File: src/rtl/wdmm_pkg.sv
package wdmm_pkg;

  localparam int unsigned NumStats = 24;
  localparam int unsigned SqWidth = 40;
  localparam logic [SqWidth-1:0] SqMax = {SqWidth{1'b1}};

  typedef enum logic [4:0] {
    StTempMin = 5'd0, StTempMax = 5'd1, StPressMin = 5'd2, StPressMax = 5'd3,
    StPlotTempMin = 5'd4, StPlotTempMax = 5'd5, StCurveMin = 5'd6, StCurveMax = 5'd7,
    StTempSum = 5'd8, StTempSq = 5'd9, StTempCnt = 5'd10,
    StHumSum = 5'd11, StHumSq = 5'd12, StHumCnt = 5'd13,
    StPressSum = 5'd14, StPressSq = 5'd15, StPressCnt = 5'd16,
    StTempFirst = 5'd17, StTempLast = 5'd18, StHumFirst = 5'd19, StHumLast = 5'd20,
    StPressFirst = 5'd21, StPressLast = 5'd22, StPoints = 5'd23
  } stat_e;

  typedef enum logic [2:0] {
    RegWinStart = 3'd0, RegWinEnd = 3'd1, RegDecim = 3'd2,
    RegCurve = 3'd3, RegPressOn = 3'd4, RegMissing = 3'd5
  } reg_e;

  localparam logic [1:0] CurveHum = 2'd1;
  localparam logic [1:0] CurvePress = 2'd2;

  // One extreme slot: value, time and whether it ever got a value.
  typedef struct packed {
    logic               valid;
    logic signed [15:0] value;
    logic [31:0]        time_s;
  } ext_t;

  // One accumulated channel.
  typedef struct packed {
    logic signed [39:0] sum;
    logic [SqWidth-1:0] sq;
    logic               first_v;
    logic signed [15:0] first;
    logic signed [15:0] last_val;
  } acc_t;

  // Statistics snapshot handed to the output sequencer.
  typedef struct packed {
    ext_t [7:0]  ext;
    logic [7:0]  min_idx;
    logic [7:0]  max_idx;
    acc_t [2:0]  acc;
  } snap_t;

endpackage

File: src/rtl/wdmm_acc.sv
module wdmm_acc (
  input  logic               add_i,
  input  logic signed [15:0] v_i,
  input  wdmm_pkg::acc_t     cur_i,
  output wdmm_pkg::acc_t     nxt_o
);
  import wdmm_pkg::*;

  logic signed [31:0] vx;
  logic [31:0]        sq;
  logic [SqWidth:0]   sqsum;

  always_comb begin
    vx = 32'(v_i);
    sq = 32'(vx * vx);
    sqsum = {1'b0, cur_i.sq} + {9'd0, sq};
    nxt_o = cur_i;
    if (add_i) begin
      nxt_o.sum = cur_i.sum + 40'(v_i);
      nxt_o.sq = sqsum[SqWidth] ? SqMax : sqsum[SqWidth-1:0];
      if (!cur_i.first_v) begin
        nxt_o.first_v = 1'b1;
        nxt_o.first = v_i;
      end
      nxt_o.last_val = v_i;
    end
  end

endmodule

File: config.mk
export PLATFORM = sky130hd
export DESIGN_NAME = wdmm_acc
export DESIGN_NICKNAME = d
export VERILOG_FILES = /design/src/rtl/wdmm_pkg.sv /design/src/rtl/wdmm_acc.sv
export SDC_FILE = /design/constraint.sdc
export NUM_CORES = 1
export LEC_CHECK = 0
export BUFFER_PORTS_ARGS = -buffer_cell sky130_fd_sc_hd__buf_4
export CAP_MARGIN = 0
export CORE_MARGIN = 8
export CORE_UTILIZATION = 32
export DETAILED_ROUTE_END_ITERATION = 16
export GPL_TIMING_DRIVEN = 0
export PLACE_DENSITY = 0.5
export SYNTH_ARGS = -nofsm -noshare
export SYNTH_HDL_FRONTEND = slang
export SYNTH_SLANG_ARGS = --single-unit
File: constraint.sdc
create_clock -name vclk -period 20.4
set_input_delay 1.02 -clock vclk [all_inputs]
set_output_delay 1.02 -clock vclk [all_outputs]
set_load 0.01 [all_outputs]
==> flow_summary_export.csv <==
group,metric,value,unit
status,status,"finished clean",
setup_path,worst-path-max-fanout,10,
worst_hold_path,hold_end,"nxt_o[71]",
cells_and_area,area_growth,18.4,%
cells_and_area,final_nets,2427,
logic_synthesis,syn_area,0.0138,mm²
die,die-area,0.0501,mm²
setup_path,arrival,10.49,ns
detailed_routing,wl_per_cell,17.7,µm
cells_and_area,seqCellArea,0,µm²
timing,fin_crit,11.51,ns
place,dpl_cell_area,0.0164,mm²
die,initial_utilization,32.2,%
cells_and_area,clock_buffers,0,
place,io_buffers,242,
grt,grt_overflow,0,
detailed_routing,routed_wl,44000,µm
place,routabilityCongestion,0.846,
timing,final.setup.tns,0,ns
setup_path,setup.worst_path.start_class,"input port",
cells_and_area,mostFrequentLayoutCell,"inv_1",
cells_and_area,layout-drive-gt1-share,17.0,%
detailed_routing,dr_total_vias,12100,
detailed_routing,drc,0,
logic_synthesis,seq_area_frac_synth,0,%
timing,slew_violations,0,
logic_synthesis,synth.distinct_cells,69,
die,rows,76,
detailed_routing,drtIter0Drc,651,
cells_and_area,final_area,0.0164,mm²
die,die_h,224,µm
logic_synthesis,synthXorXnorAreaFrac,6.46,%
timing,setup_viol,0,
timing,tightest_slew,0.987,ns
cells_and_area,multiInputGateArea,0.0123,mm²
logic_synthesis,postSynthAreaPerCell,8.34,µm²
worst_hold_path,hold_depth,3,
timing,hold_viol,0,
setup_path,cp_data_required_time,19.38,ns
logic_synthesis,synth.net_count,2183,
setup_path,critPathBufInv,10,
cells_and_area,final_cell_mix,"350 x inv_1, 242 x buf_4, 239 x fa_1",
cells_and_area,flops_and_latches,0,
setup_path,cpMostUsedCell,"fa_1",
setup_path,critical_path.top_delay_family,"compound AO/OA/AOI/OAI gates",
die,die_x,224,µm
grt,grt_pass1_wl,68900,µm
place,dp_hpwl,38500,µm
logic_synthesis,synthMuxAreaShare,4.89,%
flow_run,max_cap_viol_count,0,
logic_synthesis,synthCells,1658,
logic_synthesis,synth_fa_ha_area_share,48.7,%
timing,rsz0062_at_grt,"false",
timing,layout_worst_path_cycle_share,56.4,%
grt,grt_usage,17.1,%
worst_hold_path,hold_path.class,"input port to output pin",
detailed_routing,dr.pass1.iters,5,
die,core_area,0.0429,mm²
grt,grt_max_degree,28,
logic_synthesis,yosysWarnings,0,
setup_path,max_stage_delay,0.55,ns
cells_and_area,fillCellCount,4519,
detailed_routing,via_per_inst,4.88,
setup_path,cpMaxStageDelayCell,"clkbuf_1",
logic_synthesis,synth_top_family_by_area,"adder cells",
logic_synthesis,synth-simple-area-share,11.9,%
timing,max_freq,0.0869,GHz
worst_hold_path,hold_start,"cur_i[71]",
timing,slew_headroom,34.2,%
cts,cts_resized,0,
setup_path,end_kind,"output pin",
cts,cts_setup_buffers,0,
grt,antenna_found_initial,0,
logic_synthesis,synth_compound_area_share,16.9,%
cells_and_area,antenna_cells,0,
timing,fin_hold_ws,2.31,ns
grt,grt_pass1_vias,12600,
cts,ctsHoldBuffers,0,
die,pin_count,243,
setup_path,path_class,"input port to output pin",
detailed_routing,final_antenna_net_count,0,
## worst min-delay path: cells and delay by family
family / cells / cell delay (ns)
compound gates: 1 / 0.05
buf+inv: 2 / 0.21
## kinds of logic after synthesis
kind of cell,count (synthesis)
XOR/XNOR,102
buffers and inverters,408
AO/OA/AOI/OAI,346
multiplexers,60
adder cells (fa/ha/maj),395
AND/OR/NAND/NOR,347
## worst max-delay path by stage
stage	start	endpoint	slack [ns]	depth (start not counted)
after floorplan	v_i[8]	nxt_o[70]	10.79	34
after global placement	v_i[9]	nxt_o[36]	8.96	38
after detailed placement	v_i[9]	nxt_o[36]	8.95	38
after CTS	v_i[9]	nxt_o[36]	8.90	38
after global routing	v_i[9]	nxt_o[36]	8.28	38
final	v_i[8]	nxt_o[57]	8.89	38
## layout make-up
class / count / share of cell area, %
tap: 585 / 4.47
inverter: 352 / 8.07
timing repair buffer: 242 / 11.1
buffer: 56 / 1.31
multi-input combinational: 1250 / 75.0
## layer usage
metal,vias to the layer above,wire (µm),track usage [%]
met5,-,0,0
met4,0,1020,3.40
met3,42,1190,1.11
met1,6054,17900,21.0
li1,5865,-,-
met2,154,23900,32.4
## per-stage QoR
step / util (%) / std cells / setup slack [ns]
after floorplan: - / 1658 / 10.79
after global placement: 38.2 / 2485 / 8.96
after detailed placement: 38.2 / 2485 / 8.95
after CTS: 38.2 / 2485 / 8.90
after global routing: 38.2 / 2485 / 8.28
final: 38.2 / 2485 / 8.89
## synth_stat cells, types with 14 or more instances
cell	number	area share [%]
xor2_1	31	2.0
fa_1	239	35
nand3_1	22	0.80
o21ai_0	59	2.1
o21bai_1	14	0.76
xnor2_1	71	4.5
o22a_1	33	2.1
clkbuf_1	49	1.3
nor2_1	76	2.1
and2_1	42	1.9
nand2_1	131	3.6
o21a_1	22	1.2
ha_1	156	14
a21o_1	51	2.8
and3_1	15	0.68
nand2b_1	14	0.63
a21oi_1	89	3.2
mux2_2	60	4.9
inv_1	350	9.5
Power is not shown: default switching activity piles up to over one toggle a cycle in this logic, so the estimate is an artifact.
