## config.mk

```make
export PLATFORM = sky130hd
export DESIGN_NAME = wdmm_emit
export DESIGN_NICKNAME = d
export VERILOG_FILES = /design/src/rtl/wdmm_pkg.sv /design/src/rtl/wdmm_emit.sv
export SDC_FILE = /design/constraint.sdc
export NUM_CORES = 1
export LEC_CHECK = 0
export ABC_AREA = 1
export BUFFER_PORTS_ARGS = -buffer_cell sky130_fd_sc_hd__buf_2
export CAP_MARGIN = 20
export CORE_AREA = 2 2 350 352
export CTS_CLUSTER_SIZE = 12
export DETAILED_ROUTE_END_ITERATION = 8
export DIE_AREA = 0 0 352 354
export GPL_TIMING_DRIVEN = 0
export HOLD_SLACK_MARGIN = 0.08
export PLACE_DENSITY = 0.53
export RECOVER_POWER = 50
export SLEW_MARGIN = 0
export SYNTH_ARGS = -nofsm -noshare
export SYNTH_HDL_FRONTEND = slang
export SYNTH_SLANG_ARGS = --single-unit
```

## constraint.sdc

```tcl
create_clock -name clk_i -period 4.9 [get_ports clk_i]
set_input_delay 0.49 -clock clk_i [delete_from_list [all_inputs] [get_ports clk_i]]
set_output_delay 0.49 -clock clk_i [all_outputs]
set_load 0.1 [all_outputs]
```

## src/rtl/wdmm_pkg.sv

```systemverilog
package wdmm_pkg;

  localparam int unsigned NumStats = 24;
  localparam int unsigned SqWidth = 40;
  localparam logic [SqWidth-1:0] SqMax = {SqWidth{1'b1}};

  typedef enum logic [4:0] {
    StTempMin = 5'd0, StTempMax = 5'd1, StPressMin = 5'd2, StPressMax = 5'd3,
    StPlotTempMin = 5'd4, StPlotTempMax = 5'd5, StCurveMin = 5'd6, StCurveMax = 5'd7,
    StTempSum = 5'd8, StTempSq = 5'd9, StTempCnt = 5'd10,
    StHumSum = 5'd11, StHumSq = 5'd12, StHumCnt = 5'd13,
    StPressSum = 5'd14, StPressSq = 5'd15, StPressCnt = 5'd16,
    StTempFirst = 5'd17, StTempLast = 5'd18, StHumFirst = 5'd19, StHumLast = 5'd20,
    StPressFirst = 5'd21, StPressLast = 5'd22, StPoints = 5'd23
  } stat_e;

  typedef enum logic [2:0] {
    RegWinStart = 3'd0, RegWinEnd = 3'd1, RegDecim = 3'd2,
    RegCurve = 3'd3, RegPressOn = 3'd4, RegMissing = 3'd5
  } reg_e;

  localparam logic [1:0] CurveHum = 2'd1;
  localparam logic [1:0] CurvePress = 2'd2;

  // One extreme slot: value, time and whether it ever got a value.
  typedef struct packed {
    logic               valid;
    logic signed [15:0] value;
    logic [31:0]        time_s;
  } ext_t;

  // One accumulated channel.
  typedef struct packed {
    logic signed [39:0] sum;
    logic [SqWidth-1:0] sq;
    logic               first_v;
    logic signed [15:0] first;
    logic signed [15:0] last_val;
  } acc_t;

  // Statistics snapshot handed to the output sequencer.
  typedef struct packed {
    ext_t [7:0]  ext;
    logic [7:0]  min_idx;
    logic [7:0]  max_idx;
    acc_t [2:0]  acc;
  } snap_t;

endpackage

```

## src/rtl/wdmm_emit.sv

```systemverilog
module wdmm_emit #(
  parameter int unsigned CntW = 9
) (
  input  logic               clk_i,
  input  logic               rst_ni,
  input  logic               start_i,
  input  wdmm_pkg::snap_t    snap_i,
  input  logic [CntW-1:0]    pts_i,
  input  logic [CntW-1:0]    cnt0_i,
  input  logic [CntW-1:0]    cnt1_i,
  input  logic [CntW-1:0]    cnt2_i,
  input  logic               take_i,
  output logic               busy_o,
  output logic               sv_o,
  output logic [4:0]         code_o,
  output logic [7:0]         idx_o,
  output logic [31:0]        time_o,
  output logic signed [63:0] val_o,
  output logic               vld_o,
  output logic               last_o
);
  import wdmm_pkg::*;

  snap_t           snap_q;
  logic [CntW-1:0] pts_q;
  logic [CntW-1:0] cnt_q [3];
  logic [4:0]      code_q;
  logic            busy_q;
  logic [1:0]      ch;
  logic [4:0]      rel;

  always_ff @(posedge clk_i) begin
    if (start_i) begin
      snap_q <= snap_i;
      pts_q <= pts_i;
      cnt_q[0] <= cnt0_i;
      cnt_q[1] <= cnt1_i;
      cnt_q[2] <= cnt2_i;
    end
  end

  always_ff @(posedge clk_i or negedge rst_ni) begin
    if (!rst_ni) begin
      busy_q <= 1'b0;
      code_q <= '0;
    end else if (start_i) begin
      busy_q <= 1'b1;
      code_q <= '0;
    end else if (busy_q && take_i) begin
      if (code_q == StPoints) busy_q <= 1'b0;
      code_q <= code_q + 5'd1;
    end
  end

  always_comb begin
    idx_o = '0;
    time_o = '0;
    val_o = '0;
    vld_o = 1'b0;
    ch = '0;
    rel = '0;
    if (code_q < StTempSum) begin
      time_o = snap_q.ext[code_q[2:0]].time_s;
      vld_o = snap_q.ext[code_q[2:0]].valid;
      val_o = vld_o ? 64'(snap_q.ext[code_q[2:0]].value) : '0;
      if (code_q == StPlotTempMin) idx_o = snap_q.min_idx;
      if (code_q == StPlotTempMax) idx_o = snap_q.max_idx;
    end else if (code_q < StTempFirst) begin
      rel = code_q - StTempSum;
      ch = (rel >= 5'd6) ? 2'd2 : (rel >= 5'd3) ? 2'd1 : 2'd0;
      rel = rel - 5'(3 * ch);
      vld_o = cnt_q[ch] != '0;
      case (rel)
        5'd0: val_o = 64'(snap_q.acc[ch].sum);
        5'd1: val_o = {24'd0, snap_q.acc[ch].sq};
        default: begin
          val_o = 64'(cnt_q[ch]);
          vld_o = 1'b1;
        end
      endcase
    end else if (code_q < StPoints) begin
      rel = code_q - StTempFirst;
      ch = 2'(rel >> 1);
      vld_o = snap_q.acc[ch].first_v;
      if (vld_o) val_o = rel[0] ? 64'(snap_q.acc[ch].last_val) : 64'(snap_q.acc[ch].first);
    end else begin
      val_o = 64'(pts_q);
      vld_o = 1'b1;
    end
  end

  assign busy_o = busy_q;
  assign sv_o = busy_q;
  assign code_o = code_q;
  assign last_o = code_q == StPoints;

endmodule

```

==> impl_metrics.tcl <==
set metrics [dict create \
    run_status "complete, but fails checks" \
    violations "max-capacitance violations, max-slew violations, negative setup slack" \
    place_ws_ns -1.471 \
    timing.critical_path.required_ns 4.41 \
    power.switching_mw 5.808 \
    layout_setup_ws_ns -0.5048 \
    async_flop_share_pct 0.7605 \
    ys_dominant_reg_cell "sky130_fd_sc_hd__edfxtp_1" \
    final_layout_size_suffix_gt1_share_pct 29.88 \
    skew_ns 0.01558 \
    routabilityCongestion 0.8792 \
    syn_inst 2552 \
    postSynthNetCount 3354 \
    clk_transition_reported_paths_ns 0.05 \
    grt_first_pass_wirelength_mm 205.9 \
    synth_cell_types 34 \
    power.share.clock_pct 35.2 \
    final_area_um2 52070 \
    synth_cell_count_leaders "783 x sky130_fd_sc_hd__edfxtp_1, 526 x sky130_fd_sc_hd__nand2_1, 322 x sky130_fd_sc_hd__nor2_1, 272 x sky130_fd_sc_hd__o21ai_0, 161 x sky130_fd_sc_hd__nand3_1" \
    fp.dieW_um 352 \
    report.final.slew_viol_count 68 \
    dpl.cell_count 5086 \
    routed-wl-met2_mm 70.31 \
    avgSynthCellArea_um2 12.47 \
    ys_top_cells_by_area "sky130_fd_sc_hd__edfxtp_1 74%, sky130_fd_sc_hd__nand2_1 6.2%, sky130_fd_sc_hd__o21ai_0 4.3%, sky130_fd_sc_hd__nor2_1 3.8%, sky130_fd_sc_hd__nand3_1 2.5%" \
    cts_tree "done" \
    total_routed_wirelength_mm 150.3 \
    clock_path_buffers 3 \
    ctsHtreeMaxLevel 3 \
    drt-vias-per-instance 4.695 \
    final_min_period_over_clock_period_pct 110.3 \
    maxCapViolations 1 \
    final-hold-violation-count 0 \
    grt-ovfl-total 0 \
    biggest_fanout_along_the_worst_timing_path 7 \
    grt_antenna_before_repair 35 \
    count_of_endpoints_failing_setup_in_the_final_report 65 \
    total_power_mw 19.18 \
    cts-buffers-inserted 92 \
    detailedRoute.firstIterationViolations 3260 \
    p_leak_nw 20.89 \
    wl_met1_mm 62.53 \
    swShare_pct 30.28 \
    place_hpwl_mm 107.3 \
    setup_tns_final_ns -22.03 \
    achievable-frequency_ghz 0.1850 \
    power.density_nw_per_um2 368.3 \
    pin_count 900 \
    clk-insertion-delay-late_ns 0.70 \
    detailroute.wirelength.met3_mm 11.96 \
    dieHeight_um 354 \
    synth_top_area_cell "sky130_fd_sc_hd__edfxtp_1" \
    first_global_vias 29540 \
    cp_data_arrival_time_ns 4.91 \
    remaining_drc_errors 0 \
    unrepaired_setup_endpoints_after_global_routing "yes" \
    share_seq_of_total_power_pct 42.8 \
    cellInternalPower_mw 13.37 \
    highest-signal-layer "met5" \
    drtPass1Iterations 6 \
    clock_sink_count 789 \
    yosys_warnings 0 \
    synthMostInstantiatedCell "sky130_fd_sc_hd__edfxtp_1" \
    path_type_of_the_worst_min_delay_path "input port to register" \
    worstSetupPathType "register to output port" \
    worst_slew_pin_slew_ns 3.966 \
    final_net_count 5196 \
    power.combinational.fraction_pct 22.1 \
    yosys_register_bits 789 \
    num_rows 128 \
    synthesis.area_um2 31820 \
    portion_of_synthesized_cell_area_occupied_by_the_leading_cell_type_pct 73.89 \
    cts_root_buffer "sky130_fd_sc_hd__clkbuf_16" \
    vdd_ir_drop_max_mv 0.3516 \
    synth_sequential_area_ratio_pct 74.37 \
    critical_path.startpoint_type "register" \
    slew_headroom_pct -164.4 \
    synth-edff-count 783 \
    core_area_um2 120900 \
    area_growth_syn_to_layout_pct 63.65 \
    initial_core_util_pct 26.32 \
    port_buffers 899 \
    placed_cell_area_um2 38790 \
    ant_nets 0 \
    grt.total_usage_pct 23.21 \
    critical_path_end_type "output port" \
    drt-wirelength-per-cell_um 24.55 \
    dr_total_vias 28750 \
    final_period_minus_worst_setup_slack_ns 5.405 \
    finalNonFillerCells 6122 \
    largest_net_degree_at_the_start_of_global_routing 125 \
    fp.dieArea_um2 124600 \
]
[power by group through the flow]
| stage | Sequential (mW) | Combinational (mW) | Clock (mW) |
|---|---|---|---|
| after floorplan | 8.26 | 1.91 | 0 |
| after global placement | 8.49 | 3.11 | 0 |
| after detailed placement | 8.32 | 3.15 | 0 |
| after CTS | 8.19 | 4.18 | 6.84 |
| after global routing | 8.24 | 4.42 | 7.11 |
| final | 8.20 | 4.23 | 6.75 |
[registers in the layout (all words and copies together) (netlist names)]
register,cells
cnt_q,27
busy_o,1
pts_q,9
snap_q,747
code_o,5
[kinds of logic after synthesis]
group | synth area share (%)
flops | 74.37
fa+ha+maj | 0.6134
simple gates | 13.22
buf+inv | 3.622
compound gates | 8.128
xor+xnor | 0.05506
[final cells by class]
| class | instances | area (um2) |
|---|---|---|
| Fill cell | 11180 | 68840 |
| Sequential cell | 789 | 23680 |
| Timing Repair Buffer | 1751 | 14150 |
| Multi-Input combinational cell | 1526 | 7797 |
| Clock buffer | 117 | 2406 |
| Tap cell | 1625 | 2033 |
| Buffer | 157 | 1116 |
| Clock inverter | 44 | 494.2 |
| Inverter | 77 | 307.8 |
| Antenna cell | 36 | 90.09 |
[routing by layer]
metal | up-vias | track usage (%)
met1 | 14060 | 30.53
met5 | - | 0
met4 | 2 | 8.764
li1 | 12810 | -
met3 | 310 | 4.912
met2 | 1558 | 37.57
[worst paths after layout]
check / startpoint / cells past startpoint / end / slack (ns)
max reg2reg: code_o[0] / 10 / code_o[1] / 2.14
max: code_o[0] / 26 / val_o[8] / -0.50
max in group asynchronous: rst_ni / 2 / code_o[3] / 4.31
min: take_i / 3 / code_o[0] / 0.21
min reg2reg: busy_o / 2 / busy_o / 0.64
min in group asynchronous: rst_ni / 2 / busy_o / 0.27
[placed cells by master, fill, tap and decap left out, types with 44 or more instances in the layout]
| cell type | synthesis | routed |
|---|---|---|
| sky130_fd_sc_hd__buf_2 | 63 | 815 |
| sky130_fd_sc_hd__dlygate4sd3_1 | 0 | 784 |
| sky130_fd_sc_hd__edfxtp_1 | 783 | 783 |
| sky130_fd_sc_hd__nand2_1 | 526 | 406 |
| sky130_fd_sc_hd__nor2_1 | 322 | 313 |
| sky130_fd_sc_hd__o21ai_0 | 272 | 265 |
| sky130_fd_sc_hd__nand3_1 | 161 | 142 |
| sky130_fd_sc_hd__clkbuf_1 | 45 | 127 |
| sky130_fd_sc_hd__nand2_2 | 7 | 97 |
| sky130_fd_sc_hd__clkbuf_16 | 0 | 94 |
| sky130_fd_sc_hd__buf_12 | 0 | 80 |
| sky130_fd_sc_hd__inv_1 | 66 | 60 |
| sky130_fd_sc_hd__a21oi_1 | 56 | 55 |
| sky130_fd_sc_hd__o22ai_1 | 50 | 50 |
| sky130_fd_sc_hd__o21a_1 | 44 | 44 |
[worst max-delay path: stages, from the launching register on]
cell	delay, ns
sky130_fd_sc_hd__dfrtp_4	0.56
sky130_fd_sc_hd__buf_4	0.17
sky130_fd_sc_hd__ha_4	0.19
sky130_fd_sc_hd__nand3_4	0.12
sky130_fd_sc_hd__nand3_4	0.10
sky130_fd_sc_hd__nand2_4	0.11
sky130_fd_sc_hd__inv_4	0.06
sky130_fd_sc_hd__buf_12	0.12
sky130_fd_sc_hd__nor2_2	0.08
sky130_fd_sc_hd__nor2_2	0.05
sky130_fd_sc_hd__inv_1	0.05
sky130_fd_sc_hd__ha_2	0.16
sky130_fd_sc_hd__inv_2	0.03
sky130_fd_sc_hd__nand2_2	0.06
sky130_fd_sc_hd__inv_2	0.04
sky130_fd_sc_hd__fa_2	0.40
sky130_fd_sc_hd__nand3b_1	0.24
sky130_fd_sc_hd__nand2_1	0.10
sky130_fd_sc_hd__nand2_1	0.06
sky130_fd_sc_hd__nand3_2	0.09
sky130_fd_sc_hd__nor2_4	0.06
sky130_fd_sc_hd__buf_8	0.15
sky130_fd_sc_hd__nand2_2	0.09
sky130_fd_sc_hd__nand4_1	0.46
sky130_fd_sc_hd__nand2_2	0.34
sky130_fd_sc_hd__nand2_2	0.11
sky130_fd_sc_hd__buf_12	0.18
[stage by stage]
step / utilization (%) / hold slack [ns]
final: 43.07 / 0.2070
after global routing: 43.04 / 0.2116
after CTS: 42.75 / 0.1400
after detailed placement: 32.08 / 0.3306
after global placement: 31.89 / 0.3298
after floorplan: - / 0.1944
[timing repair]
item	CTS	global route
hold endpoints to repair	789	0
endpoints found under the setup margin	80	69
hold buffers	784	0
pin swaps	51	48
gates cloned	6	2
gates resized for setup	458	91
setup buffers	40	13
No activity file was read; power rests on OpenSTA's default activity.
